## config.mk

```make
export PLATFORM = sky130hd
export DESIGN_NAME = parallel_port_interface_core_flat
export DESIGN_NICKNAME = d
export VERILOG_FILES = /design/src/sv/ppi_pkg.sv /design/src/sv/ppi_channels.sv /design/src/sv/parallel_port_interface_core.sv /design/src/sv/ppi_exec.sv /design/src/flat_wrapper.sv
export VERILOG_INCLUDE_DIRS = /design/src /design/src/sv
export SDC_FILE = /design/constraint.sdc
export NUM_CORES = 1
export LEC_CHECK = 0
export BUFFER_PORTS_ARGS = -buffer_cell sky130_fd_sc_hd__buf_2
export CAP_MARGIN = 25
export CORE_ASPECT_RATIO = 0.6
export CORE_UTILIZATION = 55
export CTS_CLUSTER_DIAMETER = 40
export DETAILED_ROUTE_END_ITERATION = 8
export PLACE_DENSITY_LB_ADDON = 0.3
export SLEW_MARGIN = 10
export SYNTH_ARGS = -nofsm -noshare
export SYNTH_HDL_FRONTEND = slang
export SYNTH_SLANG_ARGS = --single-unit
```

## constraint.sdc

```tcl
create_clock -name clock -period 5.36 [get_ports clock]
set_input_delay 1.072 -clock clock [delete_from_list [all_inputs] [get_ports clock]]
set_output_delay 1.072 -clock clock [all_outputs]
set_load 0.03 [all_outputs]
```

## src/sv/parallel_port_interface_core_assert.svh

```systemverilog
// Assertion helpers shared by the block; clocked on clock, quiet during reset.
`ifndef PARALLEL_PORT_INTERFACE_CORE_ASSERT_SVH
`define PARALLEL_PORT_INTERFACE_CORE_ASSERT_SVH

// same-cycle implication
`define PPI_ASSERT_NOW(label, cond, prop) \
   label: assert property (@(posedge clock) disable iff (reset) (cond) |-> (prop)) \
      else $error("ppi assertion failed");

// next-cycle implication
`define PPI_ASSERT_NEXT(label, cond, prop) \
   label: assert property (@(posedge clock) disable iff (reset) (cond) |=> (prop)) \
      else $error("ppi assertion failed");

`endif

```

## src/sv/ppi_pkg.sv

```systemverilog
package ppi_pkg;

   localparam logic [6:0] MODE_RESET = 7'h1b;

   localparam logic [1:0] OP_READ  = 2'd0;
   localparam logic [1:0] OP_WRITE = 2'd1;
   localparam logic [1:0] OP_PIN   = 2'd2;

   localparam logic [1:0] OFF_PORT_A = 2'd0;
   localparam logic [1:0] OFF_PORT_B = 2'd1;
   localparam logic [1:0] OFF_PORT_C = 2'd2;
   localparam logic [1:0] OFF_CTRL   = 2'd3;

   localparam logic [1:0] MODE_A_PLAIN   = 2'd0;
   localparam logic [1:0] MODE_A_STROBED = 2'd1;
   localparam logic [1:0] MODE_A_BIDIR   = 2'd2;

   localparam int ACK_A_BIT = 6;
   localparam int ACK_B_BIT = 2;

   localparam logic [7:0] RSV_MODE_A_STROBED = 8'h38;
   localparam logic [7:0] RSV_MODE_A_BIDIR   = 8'hF8;
   localparam logic [7:0] RSV_MODE_B_STROBED = 8'h07;
   localparam logic [7:0] CTRL_READ_VALUE    = 8'hFF;

   typedef struct packed {
      logic [1:0] opcode;
      logic [1:0] reg_offset;
      logic [7:0] wr_byte;
      logic [7:0] port_a_pins;
      logic [7:0] port_b_pins;
      logic [7:0] port_c_pins;
   } item_type;

   typedef struct packed {
      logic [7:0] read_data;
      logic [7:0] port_a_out;
      logic [7:0] port_b_out;
      logic [7:0] port_c_out;
      logic [2:0] port_write_strobes;
   } result_type;

   function automatic logic [1:0] mode_a(input logic [6:0] m);
      mode_a = (m[6:5] == 2'd3) ? MODE_A_BIDIR : m[6:5];
   endfunction

   function automatic logic [7:0] clear_reserved(input logic [7:0] v, input logic [6:0] m);
      logic [7:0] r;
      r = v;
      if (mode_a(m) == MODE_A_STROBED) r = r & ~RSV_MODE_A_STROBED;
      if (mode_a(m) == MODE_A_BIDIR)   r = r & ~RSV_MODE_A_BIDIR;
      if (m[2])                        r = r & ~RSV_MODE_B_STROBED;
      return r;
   endfunction

   function automatic logic [7:0] in_mask(input logic [1:0] p, input logic [6:0] m);
      logic [7:0] r;
      case (p)
         OFF_PORT_A: r = {8{m[4]}};
         OFF_PORT_B: r = {8{m[1]}};
         default:    r = clear_reserved({{4{m[3]}}, {4{m[0]}}}, m);
      endcase
      return r;
   endfunction

   function automatic logic [7:0] drv_mask(input logic [1:0] p, input logic [6:0] m);
      logic [7:0] r;
      case (p)
         OFF_PORT_A: r = {8{~m[4]}};
         OFF_PORT_B: r = {8{~m[1]}};
         default:    r = clear_reserved({{4{~m[3]}}, {4{~m[0]}}}, m);
      endcase
      return r;
   endfunction

   // substitute OBF/INTE/IBF bits of port C; INTE and IBF read as 0
   function automatic logic [7:0] with_handshake(input logic [7:0] v, input logic [6:0] m,
                                                 input logic fa, input logic fb);
      logic [7:0] hs;
      logic [7:0] mask;
      hs   = 8'h00;
      mask = 8'h00;
      if (mode_a(m) == MODE_A_STROBED) begin
         if (m[4]) begin
            mask = mask | 8'h28;
         end else begin
            hs[7] = ~fa;
            mask  = mask | 8'h88;
         end
      end else if (mode_a(m) == MODE_A_BIDIR) begin
         hs[7] = ~fa;
         mask  = mask | 8'hA8;
      end
      if (m[2]) begin
         hs[1] = ~m[1] & ~fb;
         mask  = mask | 8'h03;
      end
      return (v & ~mask) | (hs & mask);
   endfunction

   function automatic logic [7:0] drive_value(input logic [1:0] p, input logic [6:0] m,
                                              input logic [7:0] latch,
                                              input logic fa, input logic fb);
      logic [7:0] om;
      logic [7:0] v;
      om = drv_mask(p, m);
      v  = (latch & om) | ~om;
      if (p == OFF_PORT_C) v = with_handshake(v, m, fa, fb);
      return v;
   endfunction

endpackage

```

## src/sv/ppi_channels.sv

```systemverilog
interface ppi_req_if;
   logic       valid;
   logic       ready;
   logic [1:0] opcode;
   logic [1:0] reg_offset;
   logic [7:0] wr_byte;
   logic [7:0] port_a_pins;
   logic [7:0] port_b_pins;
   logic [7:0] port_c_pins;

   modport source (output valid, opcode, reg_offset, wr_byte,
                   port_a_pins, port_b_pins, port_c_pins, input ready);
   modport sink   (input valid, opcode, reg_offset, wr_byte,
                   port_a_pins, port_b_pins, port_c_pins, output ready);
endinterface

interface ppi_rsp_if;
   logic       valid;
   logic       ready;
   logic [7:0] read_data;
   logic [7:0] port_a_out;
   logic [7:0] port_b_out;
   logic [7:0] port_c_out;
   logic [2:0] port_write_strobes;

   modport source (output valid, read_data, port_a_out, port_b_out, port_c_out,
                   port_write_strobes, input ready);
   modport sink   (input valid, read_data, port_a_out, port_b_out, port_c_out,
                   port_write_strobes, output ready);
endinterface

```

## src/sv/parallel_port_interface_core.sv

```systemverilog
// Three-port parallel peripheral core.
// req_chan carries one beat per bus read, bus write or port C pin event,
// together with the current levels on the three port pin groups.
// rsp_chan returns one beat per request: the read byte (zero unless a read),
// the driven values of ports A, B and C after the request, and a strobe per
// port whose output was refreshed by it.
// A beat taken into the request register passes the update stage into the
// response register and rsp_chan. Throughput: one beat per cycle while rsp_chan
// does not stall, set by the single update stage between the two registers.
// When rsp_chan stalls the finished beat waits in the response register while
// one further request is still taken into the request register; req_chan.ready
// drops only once both are full.
// Reset (synchronous, active high) empties both registers and returns the
// mode to all ports input with modes zero, clearing latches, drives and OBF.
`include "parallel_port_interface_core_assert.svh"

module parallel_port_interface_core import ppi_pkg::*; (
   input  logic         clock,
   input  logic         reset,
   ppi_req_if.sink      req_chan,
   ppi_rsp_if.source    rsp_chan
);

   item_type   item_ff, item_in;
   logic       in_valid_ff;
   result_type result_ff, result_in;
   logic       out_valid_ff;
   logic       advance;
   logic       take;
   logic       mode_beat;
   logic       read_beat;

   assign advance        = in_valid_ff && (!out_valid_ff || rsp_chan.ready);
   assign req_chan.ready = !in_valid_ff || advance;
   assign take           = req_chan.valid && req_chan.ready;

   assign item_in.opcode      = req_chan.opcode;
   assign item_in.reg_offset  = req_chan.reg_offset;
   assign item_in.wr_byte     = req_chan.wr_byte;
   assign item_in.port_a_pins = req_chan.port_a_pins;
   assign item_in.port_b_pins = req_chan.port_b_pins;
   assign item_in.port_c_pins = req_chan.port_c_pins;

   ppi_exec u_exec (
      .clock  (clock),
      .reset  (reset),
      .fire   (advance),
      .item   (item_ff),
      .result (result_in)
   );

   always_ff @(posedge clock) begin
      if (reset) begin
         in_valid_ff  <= 1'b0;
         out_valid_ff <= 1'b0;
      end else begin
         if (take) begin
            in_valid_ff <= 1'b1;
         end else if (advance) begin
            in_valid_ff <= 1'b0;
         end
         if (advance) begin
            out_valid_ff <= 1'b1;
         end else if (rsp_chan.ready) begin
            out_valid_ff <= 1'b0;
         end
      end
   end

   always_ff @(posedge clock) begin
      if (take) item_ff <= item_in;
      if (advance) result_ff <= result_in;
   end

   assign rsp_chan.valid              = out_valid_ff;
   assign rsp_chan.read_data          = result_ff.read_data;
   assign rsp_chan.port_a_out         = result_ff.port_a_out;
   assign rsp_chan.port_b_out         = result_ff.port_b_out;
   assign rsp_chan.port_c_out         = result_ff.port_c_out;
   assign rsp_chan.port_write_strobes = result_ff.port_write_strobes;

   assign mode_beat = advance && item_ff.opcode == OP_WRITE &&
                      item_ff.reg_offset == OFF_CTRL && item_ff.wr_byte[7];
   assign read_beat = out_valid_ff && result_ff.read_data != 8'h00;

   // a held request must not be lost while the response side stalls
   `PPI_ASSERT_NEXT(a_hold_request, in_valid_ff && !advance, in_valid_ff)
   // a mode word refreshes all three ports
   `PPI_ASSERT_NEXT(a_mode_refresh, mode_beat, result_ff.port_write_strobes == 3'b111)
   // reads never refresh ports A or B
   `PPI_ASSERT_NOW(a_read_no_ab_strobe, read_beat, result_ff.port_write_strobes[1:0] == 2'b00)

endmodule

```

## src/sv/ppi_exec.sv

```systemverilog
module ppi_exec import ppi_pkg::*; (
   input  logic       clock,
   input  logic       reset,
   input  logic       fire,
   input  item_type   item,
   output result_type result
);

   logic [6:0] mode_ff, mode_in;
   logic [7:0] latch_ff [3];
   logic [7:0] latch_in [3];
   logic [7:0] drive_ff [3];
   logic [7:0] drive_in [3];
   logic       obf_a_ff, obf_a_in;
   logic       obf_b_ff, obf_b_in;
   logic [2:0] strobes;
   logic [7:0] rd;
   logic       pin_event;
   logic [7:0] im;
   logic [7:0] pins_sel;
   logic [7:0] latch_sel;
   logic [7:0] raw;

   always_comb begin
      mode_in   = mode_ff;
      latch_in  = latch_ff;
      obf_a_in  = obf_a_ff;
      obf_b_in  = obf_b_ff;
      strobes   = 3'b000;
      rd        = 8'h00;
      pin_event = 1'b0;
      im        = in_mask(item.reg_offset, mode_ff);

      case (item.reg_offset)
         OFF_PORT_A: begin
            pins_sel  = item.port_a_pins;
            latch_sel = latch_ff[0];
         end
         OFF_PORT_B: begin
            pins_sel  = item.port_b_pins;
            latch_sel = latch_ff[1];
         end
         default: begin
            pins_sel  = item.port_c_pins;
            latch_sel = latch_ff[2];
         end
      endcase

      case (item.opcode)
         OP_READ: begin
            if (item.reg_offset == OFF_CTRL) begin
               rd = CTRL_READ_VALUE;
            end else if (item.reg_offset == OFF_PORT_C && im != 8'h00) begin
               pin_event = 1'b1;
            end
         end
         OP_WRITE: begin
            if (item.reg_offset != OFF_CTRL) begin
               latch_in[item.reg_offset] = item.wr_byte;
               strobes[item.reg_offset]  = 1'b1;
               if (item.reg_offset == OFF_PORT_A && !mode_ff[4] &&
                   mode_a(mode_ff) != MODE_A_PLAIN) begin
                  obf_a_in   = 1'b1;
                  strobes[2] = 1'b1;
               end else if (item.reg_offset == OFF_PORT_B && !mode_ff[1] && mode_ff[2]) begin
                  obf_b_in   = 1'b1;
                  strobes[2] = 1'b1;
               end
            end else if (item.wr_byte[7]) begin
               mode_in  = item.wr_byte[6:0];
               latch_in = '{default: 8'h00};
               strobes  = 3'b111;
            end else begin
               latch_in[2][item.wr_byte[3:1]] = item.wr_byte[0];
               strobes[2] = 1'b1;
            end
         end
         OP_PIN:  pin_event = 1'b1;
         default: ;
      endcase

      // ACK low drops OBF for an output handshake group
      if (pin_event) begin
         if (((mode_a(mode_ff) == MODE_A_STROBED && !mode_ff[4]) ||
              mode_a(mode_ff) == MODE_A_BIDIR) && obf_a_ff && !item.port_c_pins[ACK_A_BIT]) begin
            obf_a_in   = 1'b0;
            strobes[2] = 1'b1;
         end
         if (mode_ff[2] && !mode_ff[1] && obf_b_ff && !item.port_c_pins[ACK_B_BIT]) begin
            obf_b_in   = 1'b0;
            strobes[2] = 1'b1;
         end
      end

      raw = (pins_sel & im) | (latch_sel & drv_mask(item.reg_offset, mode_ff));
      if (item.opcode == OP_READ && item.reg_offset != OFF_CTRL) begin
         rd = (item.reg_offset == OFF_PORT_C) ?
              with_handshake(raw, mode_ff, obf_a_in, obf_b_in) : raw;
      end

      for (int p = 0; p < 3; p++) begin
         drive_in[p] = strobes[p] ?
                       drive_value(2'(p), mode_in, latch_in[p], obf_a_in, obf_b_in) :
                       drive_ff[p];
      end
   end

   always_ff @(posedge clock) begin
      if (reset) begin
         mode_ff  <= MODE_RESET;
         latch_ff <= '{default: 8'h00};
         drive_ff <= '{default: 8'h00};
         obf_a_ff <= 1'b0;
         obf_b_ff <= 1'b0;
      end else if (fire) begin
         mode_ff  <= mode_in;
         latch_ff <= latch_in;
         drive_ff <= drive_in;
         obf_a_ff <= obf_a_in;
         obf_b_ff <= obf_b_in;
      end
   end

   assign result.read_data          = rd;
   assign result.port_a_out         = drive_in[0];
   assign result.port_b_out         = drive_in[1];
   assign result.port_c_out         = drive_in[2];
   assign result.port_write_strobes = strobes;

endmodule
```

## src/flat_wrapper.sv

```systemverilog
// flat-port wrapper written by rule: the top's interface ports become plain ports
module parallel_port_interface_core_flat import ppi_pkg::*;
  (clock, reset, req_chan_valid, req_chan_opcode, req_chan_reg_offset, req_chan_wr_byte, req_chan_port_a_pins, req_chan_port_b_pins, req_chan_port_c_pins, req_chan_ready, rsp_chan_valid, rsp_chan_read_data, rsp_chan_port_a_out, rsp_chan_port_b_out, rsp_chan_port_c_out, rsp_chan_port_write_strobes, rsp_chan_ready);
  ppi_req_if req_chan_i ();
  ppi_rsp_if rsp_chan_i ();
  input  logic clock;
  input  logic reset;
  input wire logic [$bits(req_chan_i.valid)-1:0] req_chan_valid;
  input wire logic [$bits(req_chan_i.opcode)-1:0] req_chan_opcode;
  input wire logic [$bits(req_chan_i.reg_offset)-1:0] req_chan_reg_offset;
  input wire logic [$bits(req_chan_i.wr_byte)-1:0] req_chan_wr_byte;
  input wire logic [$bits(req_chan_i.port_a_pins)-1:0] req_chan_port_a_pins;
  input wire logic [$bits(req_chan_i.port_b_pins)-1:0] req_chan_port_b_pins;
  input wire logic [$bits(req_chan_i.port_c_pins)-1:0] req_chan_port_c_pins;
  output wire logic [$bits(req_chan_i.ready)-1:0] req_chan_ready;
  output wire logic [$bits(rsp_chan_i.valid)-1:0] rsp_chan_valid;
  output wire logic [$bits(rsp_chan_i.read_data)-1:0] rsp_chan_read_data;
  output wire logic [$bits(rsp_chan_i.port_a_out)-1:0] rsp_chan_port_a_out;
  output wire logic [$bits(rsp_chan_i.port_b_out)-1:0] rsp_chan_port_b_out;
  output wire logic [$bits(rsp_chan_i.port_c_out)-1:0] rsp_chan_port_c_out;
  output wire logic [$bits(rsp_chan_i.port_write_strobes)-1:0] rsp_chan_port_write_strobes;
  input wire logic [$bits(rsp_chan_i.ready)-1:0] rsp_chan_ready;
  assign req_chan_i.valid = req_chan_valid;
  assign req_chan_i.opcode = req_chan_opcode;
  assign req_chan_i.reg_offset = req_chan_reg_offset;
  assign req_chan_i.wr_byte = req_chan_wr_byte;
  assign req_chan_i.port_a_pins = req_chan_port_a_pins;
  assign req_chan_i.port_b_pins = req_chan_port_b_pins;
  assign req_chan_i.port_c_pins = req_chan_port_c_pins;
  assign req_chan_ready = req_chan_i.ready;
  assign rsp_chan_valid = rsp_chan_i.valid;
  assign rsp_chan_read_data = rsp_chan_i.read_data;
  assign rsp_chan_port_a_out = rsp_chan_i.port_a_out;
  assign rsp_chan_port_b_out = rsp_chan_i.port_b_out;
  assign rsp_chan_port_c_out = rsp_chan_i.port_c_out;
  assign rsp_chan_port_write_strobes = rsp_chan_i.port_write_strobes;
  assign rsp_chan_i.ready = rsp_chan_ready;
  parallel_port_interface_core u_core (.clock(clock), .reset(reset), .req_chan(req_chan_i), .rsp_chan(rsp_chan_i));
endmodule
```

==> results.txt <==
Max Clock Freq -> 0.312 GHz
Final period utilization -> 59.9%
GPL Wtd Cong -> 0.927
Die X -> 139 um
Fin. Hold Viols -> 0
Crit Reg-Reg Endpoint -> u_core.u_exec.drive_ff[20]
Hold EP -> u_core.u_exec.drive_ff[3]
Synth warnings -> 0
Met2 Resource Use GR -> 42.9%
Reg2reg start -> u_core.item_ff[32]
Reg2Reg Setup Slack -> 2.34 ns
CTS buffer count -> 17
Hold path cells -> 2
Failing checks -> DRC
First-pass GRT wire length -> 26,300 um
Unrepaired setup endpoints after global routing -> false
Chip height -> 84.0 um
GR peak layer -> met2
H-tree levels -> 4
Layout cells sized above 1 -> 21.7%
Maximum fanout along the worst path -> 36
Leakage power -> 2.69 nW
Core Box Area -> 10,700 um2
Met1 Track Usage GR -> 41.9%
Area Growth Syn to Fin -> 14.9%
Mapped Area -> 6160 um2
Total track usage -> 29.9%
CTS tree -> yes
CTS resizes -> 0
Ys flop type -> edfxtp_1
Worst-skew pair later-pin latency -> 0.42 ns
Hold Startpoint -> u_core.u_exec.drive_ff[3]
Max-slew headroom -> 30.4%
Via count -> 5,157
Starting Density -> 57.4%
Setup Skew -> 0.00962 ns
Final-stage net count -> 687
# diodes -> 0
Post-synth ARST share -> 0%
Synthesized Nets -> 635
Wire per inst -> 20.7 um
Crit Path Class -> in -> reg
Initial antenna violation count -> 1
Antenna viol nets, final -> 0
Die ar. -> 11,600 um2
Vias in the first global route -> 4,894
Sequential area share after synthesis -> 53.7%
#FFs+latches synth -> 130
Largest net degree at the start of global routing -> 51
Critical Path Source -> rsp_chan_ready
Worst min path class -> reg -> reg
HPWL after DPL -> 10,600 um
Total Wirelength -> 16,500 um
Crit path arrival time -> 3.51 ns
Synth unique cells -> 79
Via density per instance -> 6.46
Post-synth EDFFs -> 71
Syn avg cell area -> 10.4 um2
Worst-Margin Slew -> 1.04 ns
Overflow after GRT -> 0
Final cell count without fillers -> 798
Buffers on Ports -> 76
PwrDens -> 341 nW/um2
First DRT Iteration DRCs -> 664
Endpoint type of the worst setup path -> flop
DR DRC count -> 5
Reg2Reg Depth -> 6
Minimum clock period -> 3.21 ns
Max Cap Viol -> 0
Setup TNS -> 0 ns
Buffer levels on the longest clock path -> 2
IO Count -> 77
Placed Cells -> 766
Worst vdd ir -> 222 uV
Clock root buffer -> clkbuf_16
Clock transition at the registers of the reported paths -> 0.05 ns
Slew Limit Fails -> 0
CTS Hold Buffers Added -> 0
# setup viols final -> 0
GRT met3 Usage -> 10.6%
Clock sink count -> 130
FP Rows -> 29
Post-CTS Setup Inserts -> 0
Outcome -> finished with violations
Startpoint types -> input port
First-pass iteration count of the detailed router -> 9
Mapped Cells -> 595
Critical Path RT -> 5.66 ns
==> state kept, by name, summed over array words and instances, names as in the netlist <==
register                            cells
u_core.u_exec.mode_ff                   7
u_core.rsp_chan.read_data               8
u_core.rsp_chan.valid                   1
u_core.rsp_chan.port_c_out              8
u_core.rsp_chan.port_b_out              8
u_core.u_exec.obf_b_ff                  1
u_core.u_exec.drive_ff                 24
u_core.item_ff                         36
u_core.rsp_chan.port_write_strobes      3
u_core.rsp_chan.port_a_out              8
u_core.u_exec.latch_ff                 24
u_core.in_valid_ff                      1
u_core.u_exec.obf_a_ff                  1
==> power by group <==
part,switching [mW],total [mW],internal [mW],leakage (nW)
Clock,0.439,1.06,0.618,0.269
Combinational,0.151,0.226,0.0753,1.26
Sequential,0.0388,1.14,1.10,1.16
==> layout make-up <==
cell class	count	area, um2
Tap cell	139	174
Clock buffer	20	458
Multi-Input combinational cell	404	2580
Clock inverter	11	81.3
Sequential cell	130	3310
Fill cell	828	3660
Inverter	12	47.5
Timing Repair Buffer	82	425
==> cells in the mapped netlist (4+ instances only) <==
master / instances / share of area [%]
buf_2: 13 / 1.1
o22ai_1: 4 / 0.41
nand3_1: 15 / 1.2
nor3_1: 10 / 0.81
nor2b_1: 9 / 0.91
a32oi_1: 13 / 1.8
o221ai_1: 5 / 0.71
clkbuf_1: 29 / 1.8
dfxtp_1: 59 / 19
mux2_2: 12 / 2.2
o31ai_1: 4 / 0.49
nor3b_1: 4 / 0.49
nand2_1: 47 / 2.9
o2bb2ai_1: 5 / 0.71
a31oi_1: 17 / 1.7
and2_1: 6 / 0.61
o21ai_0: 26 / 2.1
nor2_1: 66 / 4.0
nand3b_1: 5 / 0.61
and3_1: 4 / 0.41
edfxtp_1: 71 / 35
a21oi_1: 35 / 2.8
inv_1: 9 / 0.55
or3_1: 4 / 0.41
mux2i_1: 15 / 2.4
a211oi_1: 24 / 2.9
a22oi_1: 5 / 0.61
nand2b_1: 5 / 0.51
and3b_1: 6 / 0.85
==> worst max-delay path by stage <==
stage | end | cells after the start | slack (ns)
after floorplan | u_core.rsp_chan.port_a_out[0] | 6 | 2.59
after global placement | u_core.u_exec.drive_ff[2] | 7 | 1.85
after detailed placement | u_core.u_exec.drive_ff[2] | 7 | 1.80
after CTS | u_core.u_exec.drive_ff[2] | 7 | 2.23
after global routing | u_core.u_exec.drive_ff[20] | 7 | 2.01
final | u_core.u_exec.drive_ff[2] | 7 | 2.15
==> worst max-delay path, stage by stage <==
cell	delay, ns
buf_2	0.10
nor2b_1	0.21
nand2b_1	0.74
inv_2	0.56
and3_1	0.37
or3_1	0.32
o311a_1	0.13
==> logic make-up after synthesis <==
kind of cell,share of synthesized area [%]
buf+inv,4.34
simple gates,16.7
flops,53.7
compound gates,20.0
mux,5.24
==> cells in the final DEF, fill, tap and decap left out, drive strengths merged, types with 16 or more instances in the layout <==
cell type	netlist	routed
edfxtp	71	71
nand3	16	16
buf	19	82
a31oi	17	17
o21ai	28	28
a211oi	24	24
clkbuf	30	20
dfxtp	59	59
nand2	49	49
nor2	67	67
a21oi	35	35
==> layer usage <==
layer  routed length (um)  share of wire [%]
met5                   12              0.073
met4                  223                1.4
met3                 1890                 11
met2                 6910                 42
met1                 7450                 45
==> through the flow <==
step	util [%]	power (mW)	hold WS (ns)	cell area, um2	setup slack, ns
global route	65.9	2.50	0.508	7080	2.01
detailed placement	60.9	1.37	0.457	6540	1.80
global placement	60.9	1.37	0.450	6540	1.85
floorplan	-	1.30	0.439	6160	2.59
CTS	65.9	2.42	0.465	7080	2.23
finish	65.9	2.42	0.464	7080	2.15
(Power assumes the default switching activity.)
